**src/hw/rtl/nso_pkg.sv**
```systemverilog
// Package for the Newton step optimizer: widths, payload structs, codes and
// saturation helpers. Used by every module in hw/rtl.
package nso_pkg;

	localparam int WORD_BITS_DEF  = 32;
	localparam int FRAC_BITS_DEF  = 16;
	localparam int TRIAL_BITS_DEF = 16;

	localparam int CFG_IDX_BITS  = 3;
	localparam int CFG_DATA_BITS = 32;

	localparam logic [CFG_IDX_BITS-1:0] REG_STEP_SIZE  = 3'd0;
	localparam logic [CFG_IDX_BITS-1:0] REG_TOLERANCE  = 3'd1;
	localparam logic [CFG_IDX_BITS-1:0] REG_TRIAL_LIM  = 3'd2;
	localparam logic [CFG_IDX_BITS-1:0] REG_GOAL_MODE  = 3'd3;
	localparam logic [CFG_IDX_BITS-1:0] REG_CONS_MODE  = 3'd4;
	localparam logic [CFG_IDX_BITS-1:0] REG_CMP_OP     = 3'd5;
	localparam logic [CFG_IDX_BITS-1:0] REG_CONS_BOUND = 3'd6;
	localparam logic [CFG_IDX_BITS-1:0] REG_INIT_POINT = 3'd7;

	localparam logic [2:0] ST_EVALUATE   = 3'd0;
	localparam logic [2:0] ST_SETTLED    = 3'd1;
	localparam logic [2:0] ST_TRIAL_LIM  = 3'd2;
	localparam logic [2:0] ST_BAD_OBJ    = 3'd3;
	localparam logic [2:0] ST_ZERO_CURV  = 3'd4;
	localparam logic [2:0] ST_NO_MIN     = 3'd5;
	localparam logic [2:0] ST_NO_MAX     = 3'd6;

	localparam logic [1:0] GOAL_MIN = 2'd1;
	localparam logic [1:0] GOAL_MAX = 2'd2;
	localparam logic [1:0] CONS_VAR = 2'd1;
	localparam logic [1:0] CONS_MEAS = 2'd2;

	localparam logic [2:0] CMP_LT = 3'd0;
	localparam logic [2:0] CMP_LE = 3'd1;
	localparam logic [2:0] CMP_EQ = 3'd2;
	localparam logic [2:0] CMP_NE = 3'd3;
	localparam logic [2:0] CMP_GE = 3'd4;
	localparam logic [2:0] CMP_GT = 3'd5;

	typedef struct packed {
		logic               start_timestep;
		logic signed [31:0] objective_value;
		logic               objective_bad;
		logic signed [31:0] constraint_measure;
	} in_item_t;

	typedef struct packed {
		logic signed [31:0] variable_value;
		logic [2:0]         status;
		logic [15:0]        iteration_count;
	} out_item_t;

	// Saturate a signed 34-bit value to 32 bits.
	function automatic logic signed [31:0] sat34(input logic signed [33:0] v);
		if (v > 34'sd2147483647) begin
			return 32'sh7FFF_FFFF;
		end else if (v < -34'sd2147483648) begin
			return 32'sh8000_0000;
		end
		return v[31:0];
	endfunction

	function automatic logic cmp_holds(input logic [2:0] op,
		input logic signed [31:0] m, input logic signed [31:0] b);
		case (op)
			CMP_LT:  return m < b;
			CMP_LE:  return m <= b;
			CMP_EQ:  return m == b;
			CMP_NE:  return m != b;
			CMP_GE:  return m >= b;
			CMP_GT:  return m > b;
			default: return 1'b1;
		endcase
	endfunction

endpackage

```
**src/hw/rtl/nso_div.sv**
```systemverilog
// Serial signed fixed-point divider, one quotient bit per cycle, saturating.
// Depends on nso_pkg.
module nso_div import nso_pkg::*; #(
	parameter int FRAC_BITS = FRAC_BITS_DEF
) (
	input  logic               clk,
	input  logic               arst_n,
	input  logic               start,
	input  logic signed [31:0] num,
	input  logic signed [31:0] den,
	output logic               done,
	output logic signed [31:0] quo
);
	localparam int QB = 32 + FRAC_BITS;
	localparam int CB = $clog2(QB + 1);

	logic [QB-1:0] dvd_q;
	logic [QB-1:0] q_q;
	logic [32:0]   r_q;
	logic [31:0]   den_q;
	logic          neg_q;
	logic [CB-1:0] cnt_q;
	logic          busy_q;
	logic [32:0]   r_sh;
	logic [32:0]   lim;

	assign r_sh = {r_q[31:0], dvd_q[QB-1]};
	assign lim  = neg_q ? 33'h0_8000_0000 : 33'h0_7FFF_FFFF;

	always_ff @(posedge clk or negedge arst_n) begin
		if (!arst_n) begin
			busy_q <= 1'b0;
			done   <= 1'b0;
			cnt_q  <= '0;
		end else begin
			done <= 1'b0;
			if (start) begin
				busy_q <= 1'b1;
				cnt_q  <= CB'(QB);
			end else if (busy_q) begin
				cnt_q <= cnt_q - 1'b1;
				if (cnt_q == CB'(1)) begin
					busy_q <= 1'b0;
					done   <= 1'b1;
				end
			end
		end
	end

	always_ff @(posedge clk) begin
		if (start) begin
			dvd_q <= {(num[31] ? 32'(-num) : 32'(num)), {FRAC_BITS{1'b0}}};
			den_q <= den[31] ? 32'(-den) : 32'(den);
			neg_q <= num[31] ^ den[31];
			r_q   <= '0;
			q_q   <= '0;
		end else if (busy_q) begin
			dvd_q <= dvd_q << 1;
			if (r_sh >= {1'b0, den_q}) begin
				r_q <= r_sh - {1'b0, den_q};
				q_q <= {q_q[QB-2:0], 1'b1};
			end else begin
				r_q <= r_sh;
				q_q <= {q_q[QB-2:0], 1'b0};
			end
		end
	end

	logic [32:0] qm;
	always_comb begin
		if (q_q[QB-1:32] != '0) begin
			qm = lim;
		end else if ({1'b0, q_q[31:0]} > lim) begin
			qm = lim;
		end else begin
			qm = {1'b0, q_q[31:0]};
		end
		quo = neg_q ? 32'(-qm) : qm[31:0];
	end
endmodule

```
**src/hw/rtl/newton_step_optimizer_top.sv**
```systemverilog
// Top level of the Newton step optimizer: handshake, configuration,
// sequencer and state. Depends on nso_pkg and nso_div.
// A stop or settle report is registered directly from idle, a probe goes through S_PRB, the
// second probe objective needs one division and a Newton step three in the serial nso_div.
// One item at a time; input stalls until the result transfer.
// Reset (arst_n low) clears control state and restores register defaults.
module newton_step_optimizer_top import nso_pkg::*; #(
	parameter int FRAC_BITS = FRAC_BITS_DEF
) (
	input  logic                     clk,
	input  logic                     arst_n,
	input  logic                     cfg_we,
	input  logic [CFG_IDX_BITS-1:0]  cfg_idx,
	input  logic [CFG_DATA_BITS-1:0] cfg_data,
	input  logic                     in_valid,
	output logic                     in_stall,
	input  in_item_t                 in_data,
	output logic                     out_valid,
	input  logic                     out_stall,
	output out_item_t                out_data
);
	localparam logic [3:0] S_IDLE = 4'd0;
	localparam logic [3:0] S_D1   = 4'd1;
	localparam logic [3:0] S_D2   = 4'd2;
	localparam logic [3:0] S_D3   = 4'd3;
	localparam logic [3:0] S_DEC  = 4'd4;
	localparam logic [3:0] S_D4   = 4'd5;
	localparam logic [3:0] S_CONS = 4'd6;
	localparam logic [3:0] S_OUT  = 4'd7;
	localparam logic [3:0] S_WAIT = 4'd8;
	localparam logic [3:0] S_PRB  = 4'd9;

	logic [30:0] step_q, tol_q;
	logic [15:0] tlim_q;
	logic [1:0]  goal_q, cmode_q;
	logic [2:0]  op_q;
	logic signed [31:0] bound_q, init_q;

	logic [3:0]  st_q;
	logic [1:0]  phase_q;
	logic [15:0] trials_q;
	logic signed [31:0] base_q, cand_q, pobj_q, pslope_q, soff_q;
	logic signed [31:0] y_q, d2_q, ddy_q, dy_q, meas_q;
	out_item_t   out_q;

	logic signed [31:0] dl;
	assign dl = (step_q == '0) ? 32'sd1 : $signed({1'b0, step_q});
	logic signed [31:0] tol;
	assign tol = $signed({1'b0, tol_q});

	logic               dv_start, dv_done;
	logic signed [31:0] dv_num, dv_den, dv_q;

	nso_div #(.FRAC_BITS(FRAC_BITS)) u_div (
		.clk(clk), .arst_n(arst_n), .start(dv_start), .num(dv_num), .den(dv_den),
		.done(dv_done), .quo(dv_q)
	);

	logic take;
	assign in_stall  = (st_q != S_IDLE);
	assign take      = in_valid && !in_stall;
	assign out_valid = (st_q == S_WAIT);
	assign out_data  = out_q;

	logic signed [31:0] p_minus, p_plus, dy_sum;
	assign p_minus = sat34(34'(cand_q) - 34'(dl));
	assign p_plus  = sat34(34'(cand_q) + 34'(dl));
	logic signed [31:0] dsum;
	assign dsum    = sat34(34'(d2_q) + 34'(pslope_q));
	assign dy_sum  = dsum / 32'sd2;
	logic [31:0] dy_mag;
	assign dy_mag  = dy_q[31] ? 32'(-dy_q) : 32'(dy_q);
	logic [15:0] iters;
	assign iters = trials_q;
	logic signed [31:0] diff_y;
	assign diff_y = sat34(34'(y_q) - 34'(pobj_q));

	always_ff @(posedge clk or negedge arst_n) begin
		if (!arst_n) begin
			step_q <= 31'd65536; tol_q <= 31'd66; tlim_q <= '0; goal_q <= '0;
			cmode_q <= '0; op_q <= '0; bound_q <= '0; init_q <= '0;
			st_q <= S_IDLE; phase_q <= '0; trials_q <= '0;
			base_q <= '0; cand_q <= '0; pobj_q <= '0; pslope_q <= '0; soff_q <= '0;
			dv_start <= 1'b0;
		end else begin
			dv_start <= 1'b0;
			if (cfg_we) begin
				case (cfg_idx)
					REG_STEP_SIZE:  step_q  <= cfg_data[30:0];
					REG_TOLERANCE:  tol_q   <= cfg_data[30:0];
					REG_TRIAL_LIM:  tlim_q  <= cfg_data[15:0];
					REG_GOAL_MODE:  goal_q  <= cfg_data[1:0];
					REG_CONS_MODE:  cmode_q <= cfg_data[1:0];
					REG_CMP_OP:     op_q    <= cfg_data[2:0];
					REG_CONS_BOUND: bound_q <= cfg_data;
					REG_INIT_POINT: begin
						init_q <= cfg_data; base_q <= cfg_data; cand_q <= cfg_data;
					end
					default: ;
				endcase
			end
			case (st_q)
				S_IDLE: if (take) begin
					y_q <= in_data.objective_value;
					meas_q <= in_data.constraint_measure;
					if (in_data.start_timestep) begin
						soff_q <= '0;
						st_q <= S_PRB;
					end else if (tlim_q != '0 && trials_q > tlim_q) begin
						out_q <= '{base_q, ST_TRIAL_LIM, iters};
						st_q <= S_WAIT;
					end else if (in_data.objective_bad) begin
						out_q <= '{base_q, ST_BAD_OBJ, iters};
						st_q <= S_WAIT;
					end else begin
						case (phase_q)
							2'd0: begin
								pobj_q <= in_data.objective_value;
								phase_q <= 2'd1;
								st_q <= S_PRB;
							end
							2'd1: begin
								dv_num <= sat34(34'(in_data.objective_value) - 34'(pobj_q));
								dv_den <= dl;
								dv_start <= 1'b1;
								st_q <= S_D1;
							end
							2'd2: begin
								dv_num <= sat34(34'(in_data.objective_value) - 34'(pobj_q));
								dv_den <= dl;
								dv_start <= 1'b1;
								st_q <= S_D2;
							end
							default: begin
								phase_q <= 2'd0;
								out_q <= '{cand_q, ST_SETTLED, iters};
								st_q <= S_WAIT;
							end
						endcase
					end
				end
				S_D1: if (dv_done) begin
					pslope_q <= dv_q;
					pobj_q <= y_q;
					phase_q <= 2'd2;
					st_q <= S_PRB;
				end
				S_D2: if (dv_done) begin
					d2_q <= dv_q;
					dv_num <= sat34(34'(dv_q) - 34'(pslope_q));
					dv_den <= dl;
					dv_start <= 1'b1;
					st_q <= S_D3;
				end
				S_D3: if (dv_done) begin
					ddy_q <= dv_q;
					dy_q <= dy_sum;
					st_q <= S_DEC;
				end
				S_DEC: begin
					if (dy_mag < {1'b0, tol_q}) begin
						phase_q <= 2'd3;
						if (trials_q != '1) trials_q <= trials_q + 1'b1;
						st_q <= S_OUT;
					end else if (ddy_q == '0) begin
						out_q <= '{base_q, ST_ZERO_CURV, iters}; st_q <= S_WAIT;
					end else if (ddy_q < 0 && goal_q == GOAL_MIN) begin
						out_q <= '{base_q, ST_NO_MIN, iters}; st_q <= S_WAIT;
					end else if (ddy_q > 0 && goal_q == GOAL_MAX) begin
						out_q <= '{base_q, ST_NO_MAX, iters}; st_q <= S_WAIT;
					end else begin
						dv_num <= dy_q; dv_den <= ddy_q; dv_start <= 1'b1;
						st_q <= S_D4;
					end
				end
				S_D4: if (dv_done) begin
					d2_q <= dv_q;
					cand_q <= sat34(34'(base_q) - 34'(dv_q));
					phase_q <= 2'd0;
					st_q <= S_CONS;
				end
				S_CONS: begin
					if (cmode_q == CONS_VAR || cmode_q == CONS_MEAS) begin
						if (soff_q > 0 && soff_q < tol) begin
							phase_q <= 2'd3;
						end else if (cmode_q == CONS_VAR) begin
							if (!cmp_holds(op_q, cand_q, bound_q)) begin
								cand_q <= bound_q; phase_q <= 2'd3;
							end
						end else if (!cmp_holds(op_q, meas_q, bound_q)) begin
							if (soff_q != '0) begin
								soff_q <= soff_q / 32'sd2;
								cand_q <= sat34(34'(base_q) + 34'(soff_q / 32'sd2));
							end else begin
								soff_q <= sat34(34'sd0 - 34'(d2_q));
								cand_q <= sat34(34'(base_q) + 34'(sat34(34'sd0 - 34'(d2_q))));
							end
						end else if (soff_q != '0) begin
							soff_q <= soff_q / 32'sd2;
							cand_q <= sat34(34'(base_q) - 34'(soff_q / 32'sd2));
						end
					end
					if (trials_q != '1) trials_q <= trials_q + 1'b1;
					st_q <= S_OUT;
				end
				S_OUT, S_PRB: begin
					case (phase_q)
						2'd0: begin
							base_q <= cand_q;
							out_q <= '{p_minus, ST_EVALUATE, iters};
						end
						2'd1: out_q <= '{cand_q, ST_EVALUATE, iters};
						2'd2: out_q <= '{p_plus, ST_EVALUATE, iters};
						default: out_q <= '{cand_q, ST_SETTLED, iters};
					endcase
					st_q <= S_WAIT;
				end
				S_WAIT: if (!out_stall) st_q <= S_IDLE;
				default: st_q <= S_IDLE;
			endcase
		end
	end

	logic unused_ok;
	assign unused_ok = ^{init_q, diff_y};

	a_no_take_busy: assert property (@(posedge clk) disable iff (!arst_n)
		(st_q != S_IDLE) |-> !take) else $error("item taken while busy");
	a_out_hold: assert property (@(posedge clk) disable iff (!arst_n)
		(out_valid && out_stall) |=> out_valid) else $error("result dropped");
	a_div_idle: assert property (@(posedge clk) disable iff (!arst_n)
		dv_start |-> (st_q == S_D1 || st_q == S_D2 || st_q == S_D3 || st_q == S_D4))
		else $error("divider started outside a divide state");
endmodule

```
**config.mk**
```make
export PLATFORM = sky130hd
export DESIGN_NAME = newton_step_optimizer_top
export DESIGN_NICKNAME = d
export VERILOG_FILES = /design/src/hw/rtl/nso_pkg.sv /design/src/hw/rtl/nso_div.sv /design/src/hw/rtl/newton_step_optimizer_top.sv
export SDC_FILE = /design/constraint.sdc
export NUM_CORES = 2
export LEC_CHECK = 0
export BUFFER_PORTS_ARGS = -buffer_cell sky130_fd_sc_hd__buf_2
export CAP_MARGIN = 20
export CORE_ASPECT_RATIO = 0.9
export CORE_UTILIZATION = 50
export DETAILED_ROUTE_END_ITERATION = 8
export PLACE_DENSITY_LB_ADDON = 0.25
export SLEW_MARGIN = 20
export SYNTH_ARGS = -nofsm -noshare
export SYNTH_HDL_FRONTEND = slang
export SYNTH_SLANG_ARGS = --single-unit
```
**constraint.sdc**
```tcl
create_clock -name clk -period 9.55 [get_ports clk]
set_input_delay 0.955 -clock clk [delete_from_list [all_inputs] [get_ports clk]]
set_output_delay 0.955 -clock clk [all_outputs]
set_load 0.02 [all_outputs]
```
==> Implementation_results.wiki <==
{| class="wikitable"
! Metric !! Value
|-
| Status || finished, final reports clean
|-
| Number of distinct library cells after synthesis || 92
|-
| Core outline area || 0.115 mm^2
|-
| Worst setup margin || 833 ps
|-
| Syn nets || 7482
|-
| Hold Violations, Final || 0
|-
| Post-synth top area cell || sky130_fd_sc_hd__edfxtp_1
|-
| Number of instances in the synthesized netlist || 6856
|-
| Number of buffers added on ports || 158
|-
| H-tree depth reported by CTS || 3
|-
| Worst-path fanout max || 24
|-
| Post-synthesis sequential area ratio || 33.7%
|-
| Clock tree from TritonCTS || done
|-
| Post-CTS resize count || 0
|-
| Capture instance of the worst register-to-register path || dv_num[27]
|-
| Cell area after technology mapping || 0.0579 mm^2
|-
| Fraction of layout instances using a drive strength above 1 || 7.62%
|-
| Highest signal layer in the routed design || met5
|-
| Pre-CTS setup slack || 973 ps
|-
| Maximum achievable frequency || 115 MHz
|-
| Sum of negative setup slack || 0 ps
|-
| Final count of pins violating max slew || 0
|-
| Weighted congestion at the end of routability-driven global placement || 1.05
|-
| Dominant register cell in the synthesized netlist || sky130_fd_sc_hd__edfxtp_1
|-
| Launch instance of the worst register-to-register path || u_div.neg_q
|-
| Transition time of the tightest slew-check pin || 1190 ps
|-
| Clock latency at the later pin of the worst-skew pair || 740 ps
|-
| Data arrival, critical path || 9300 ps
|-
| Type of the most critical hold path || in -> async
|-
| Cell area power density || 383 mW/mm^2
|-
| Starting density of the core || 50.3%
|-
| Total of hold buffers inserted after clock tree synthesis || 0
|-
| Fin cells || 8448
|-
| Wire length reported by the detailed router || 224 mm
|-
| Number of global-route vias before repair || 49800
|-
| Drt pass-1 iters || 8
|-
| Post-route clock period utilization || 91.3%
|-
| Layout net count || 7494
|-
| TritonCTS buffer count || 85
|-
| Routed wirelength normalized by instance count || 26.5 um
|-
| Number of vias per cell || 6.45
|-
| Peak supply drop || 0.206 mV
|-
| First-iteration detailed-routing DRC count || 7176
|-
| Normalized max-slew margin || 20.1%
|-
| Number of enable flip-flop cells after synthesis || 340
|-
| Synthesized area per cell || 8.45 um^2
|-
| Maximum buffer depth of the clock tree || 3
|-
| Count of buffer and inverter cells on the critical path || 4
|-
| Flip-flop and latch count after synthesis || 728
|-
| Async set-or-reset flop fraction in the synthesized netlist || 42.3%
|-
| Yosys warning count || 0
|-
| Library cell appearing most often on the critical path || sky130_fd_sc_hd__o21ai_0
|-
| Maximum number of pins on one net before global-route repair || 97
|-
| Type of origin of the critical path || flip-flop
|-
| Met2 wirelength from detailed routing || 90.5 mm
|-
| Number of buffers inserted by post-CTS setup repair || 0
|-
| Area growth from synthesis to final layout || 8.93%
|-
| Leakage power || 26.7 nW
|-
| Reg2reg path depth || 29
|-
| Unrepaired setup endpoints after global routing || no
|-
| Number of ports placed on the die boundary || 159
|-
| # Max-Cap Violations || 0
|-
| Wire length of the first global-routing pass || 327 mm
|-
| Total gr overflow || 0
|-
| Crit path largest cell delay || 910 ps
|-
| Die Height || 325 um
|-
| X dimension of the die || 361 um
|-
| Metal1 wirelength || 96.0 mm
|-
| Family with the most delay on the worst path || compound AO/OA/AOI/OAI gates
|-
| Kind of capture point of the worst setup path || flip-flop
|-
| DRC violations left || 0
|-
| Fill cells || 10700
|-
| Largest cells by area after synthesis || sky130_fd_sc_hd__edfxtp_1, sky130_fd_sc_hd__dfrtp_1, sky130_fd_sc_hd__ha_1
|-
| Initial antenna violation count || 12
|-
| Top cell type's share of synthesized area || 17.6%
|-
| Placement row count || 118
|-
| Final worst clock skew || 54.6 ps
|-
| Total global routing track utilization || 37.1%
|-
| Antenna violation net count after detailed routing || 0
|-
| Detailed route wirelength on metal3 || 27.9 mm
|-
| Final core area utilization || 54.8%
|-
| Final-report setup violation count || 0
|-
| Number of flip-flops under the largest register name || 51
|-
| Worst R2R Setup Slack || 830 ps
|-
| Worst setup path category || reg -> reg
|-
| CP max stage cell || sky130_fd_sc_hd__edfxtp_1
|-
| Final Critical Period || 8720 ps
|-
| Cell at the root of the clock tree || sky130_fd_sc_hd__clkbuf_16
|-
| Number of placed instances, taps included || 8281
|-
| Number of vias in the routed layout || 54500
|-
| Full die area || 0.117 mm^2
|-
| Detailed Place HPWL || 177 mm
|-
| Clock sink count || 728
|-
| Clock input transition at the sequential cells of the worst setup and hold paths || 60 ps
|-
| Crit path required time || 10130 ps
|}
-- metal layers --
layer	up-vias	GRT usage [%]
li1	24900	-
met2	2863	52.0
met5	-	0.286
met3	428	11.6
met4	10	13.8
met1	26300	53.1
-- stage by stage --
stage	power (mW)	hold WS [ps]	area, um^2
2_1_floorplan	15.1	451	57900
3_3_place_gp	20.2	474	60200
3_5_place_dp	20.2	492	60200
4_1_cts	23.6	292	63000
5_1_grt	25.5	334	63100
6_report	24.1	282	63100
-- cells in the mapped netlist (all sizes together) (60+ instances only) --
cell type  instances
a21oi            634
nor2             625
nand2            602
o21ai            588
ha               510
inv              434
edfxtp           340
dfrtp            305
clkbuf           303
xnor2            303
xor2             150
a21o             148
nor3             136
nand3            112
mux2i            104
nand2b            89
nand4             83
dfxtp             80
o31ai             76
a211oi            74
nor2b             70
and2              69
nor4              69
a221oi            67
o21a              64
o21bai            60
-- logic make-up after synthesis --
group / share of synthesized area, %
DFF: 33.7
adders and majority gates: 11.5
AOI/OAI and AO/OA: 23.3
buffers and inverters: 5.06
and+or+nand+nor: 16.9
xor gates and xnor gates: 6.85
muxes: 2.69
-- placed cells by master (no fill, tap or decap), types with 76 or more instances in the layout --
cell,instances
sky130_fd_sc_hd__a21oi_1,630
sky130_fd_sc_hd__nor2_1,622
sky130_fd_sc_hd__nand2_1,600
sky130_fd_sc_hd__o21ai_0,566
sky130_fd_sc_hd__ha_1,510
sky130_fd_sc_hd__inv_1,433
sky130_fd_sc_hd__edfxtp_1,340
sky130_fd_sc_hd__dfrtp_1,303
sky130_fd_sc_hd__xnor2_1,302
sky130_fd_sc_hd__buf_2,157
sky130_fd_sc_hd__xor2_1,150
sky130_fd_sc_hd__a21o_1,148
sky130_fd_sc_hd__nor3_1,132
sky130_fd_sc_hd__nand3_1,112
sky130_fd_sc_hd__mux2i_1,104
sky130_fd_sc_hd__buf_4,99
sky130_fd_sc_hd__nand2b_1,89
sky130_fd_sc_hd__clkbuf_16,85
sky130_fd_sc_hd__nand4_1,83
sky130_fd_sc_hd__dfxtp_1,80
sky130_fd_sc_hd__o31ai_1,76
-- where the power goes --
part           switching, mW  internal [mW]
Clock                   1.53           1.84
Sequential              1.06           4.40
Combinational           10.0           5.31
Total                   12.6           11.6
-- layout make-up --
type	instances	area (um^2)	area share, %
inverter	438	1640	2.61
timing repair buffer	257	1540	2.45
clock buffer	101	2230	3.53
tap	1500	1880	2.98
sequential	728	19500	31.0
multi-input combinational	5358	35600	56.5
antenna	7	17.5	0.0278
clock inverter	59	621	0.984
-- how the worst max path moves through the flow --
stage | to | cells past startpoint | slack [ps] | start
after global routing | dv_num[27] | 29 | 20 | u_div.neg_q
after detailed placement | dv_num[27] | 28 | 970 | u_div.neg_q
after floorplan | dv_num[27] | 32 | 1480 | u_div.neg_q
after global placement | dv_num[23] | 28 | 1150 | u_div.neg_q
after CTS | dv_num[27] | 28 | 970 | u_div.neg_q
final | dv_num[27] | 29 | 830 | u_div.neg_q
Note: power is estimated with default switching activity, not from simulation.
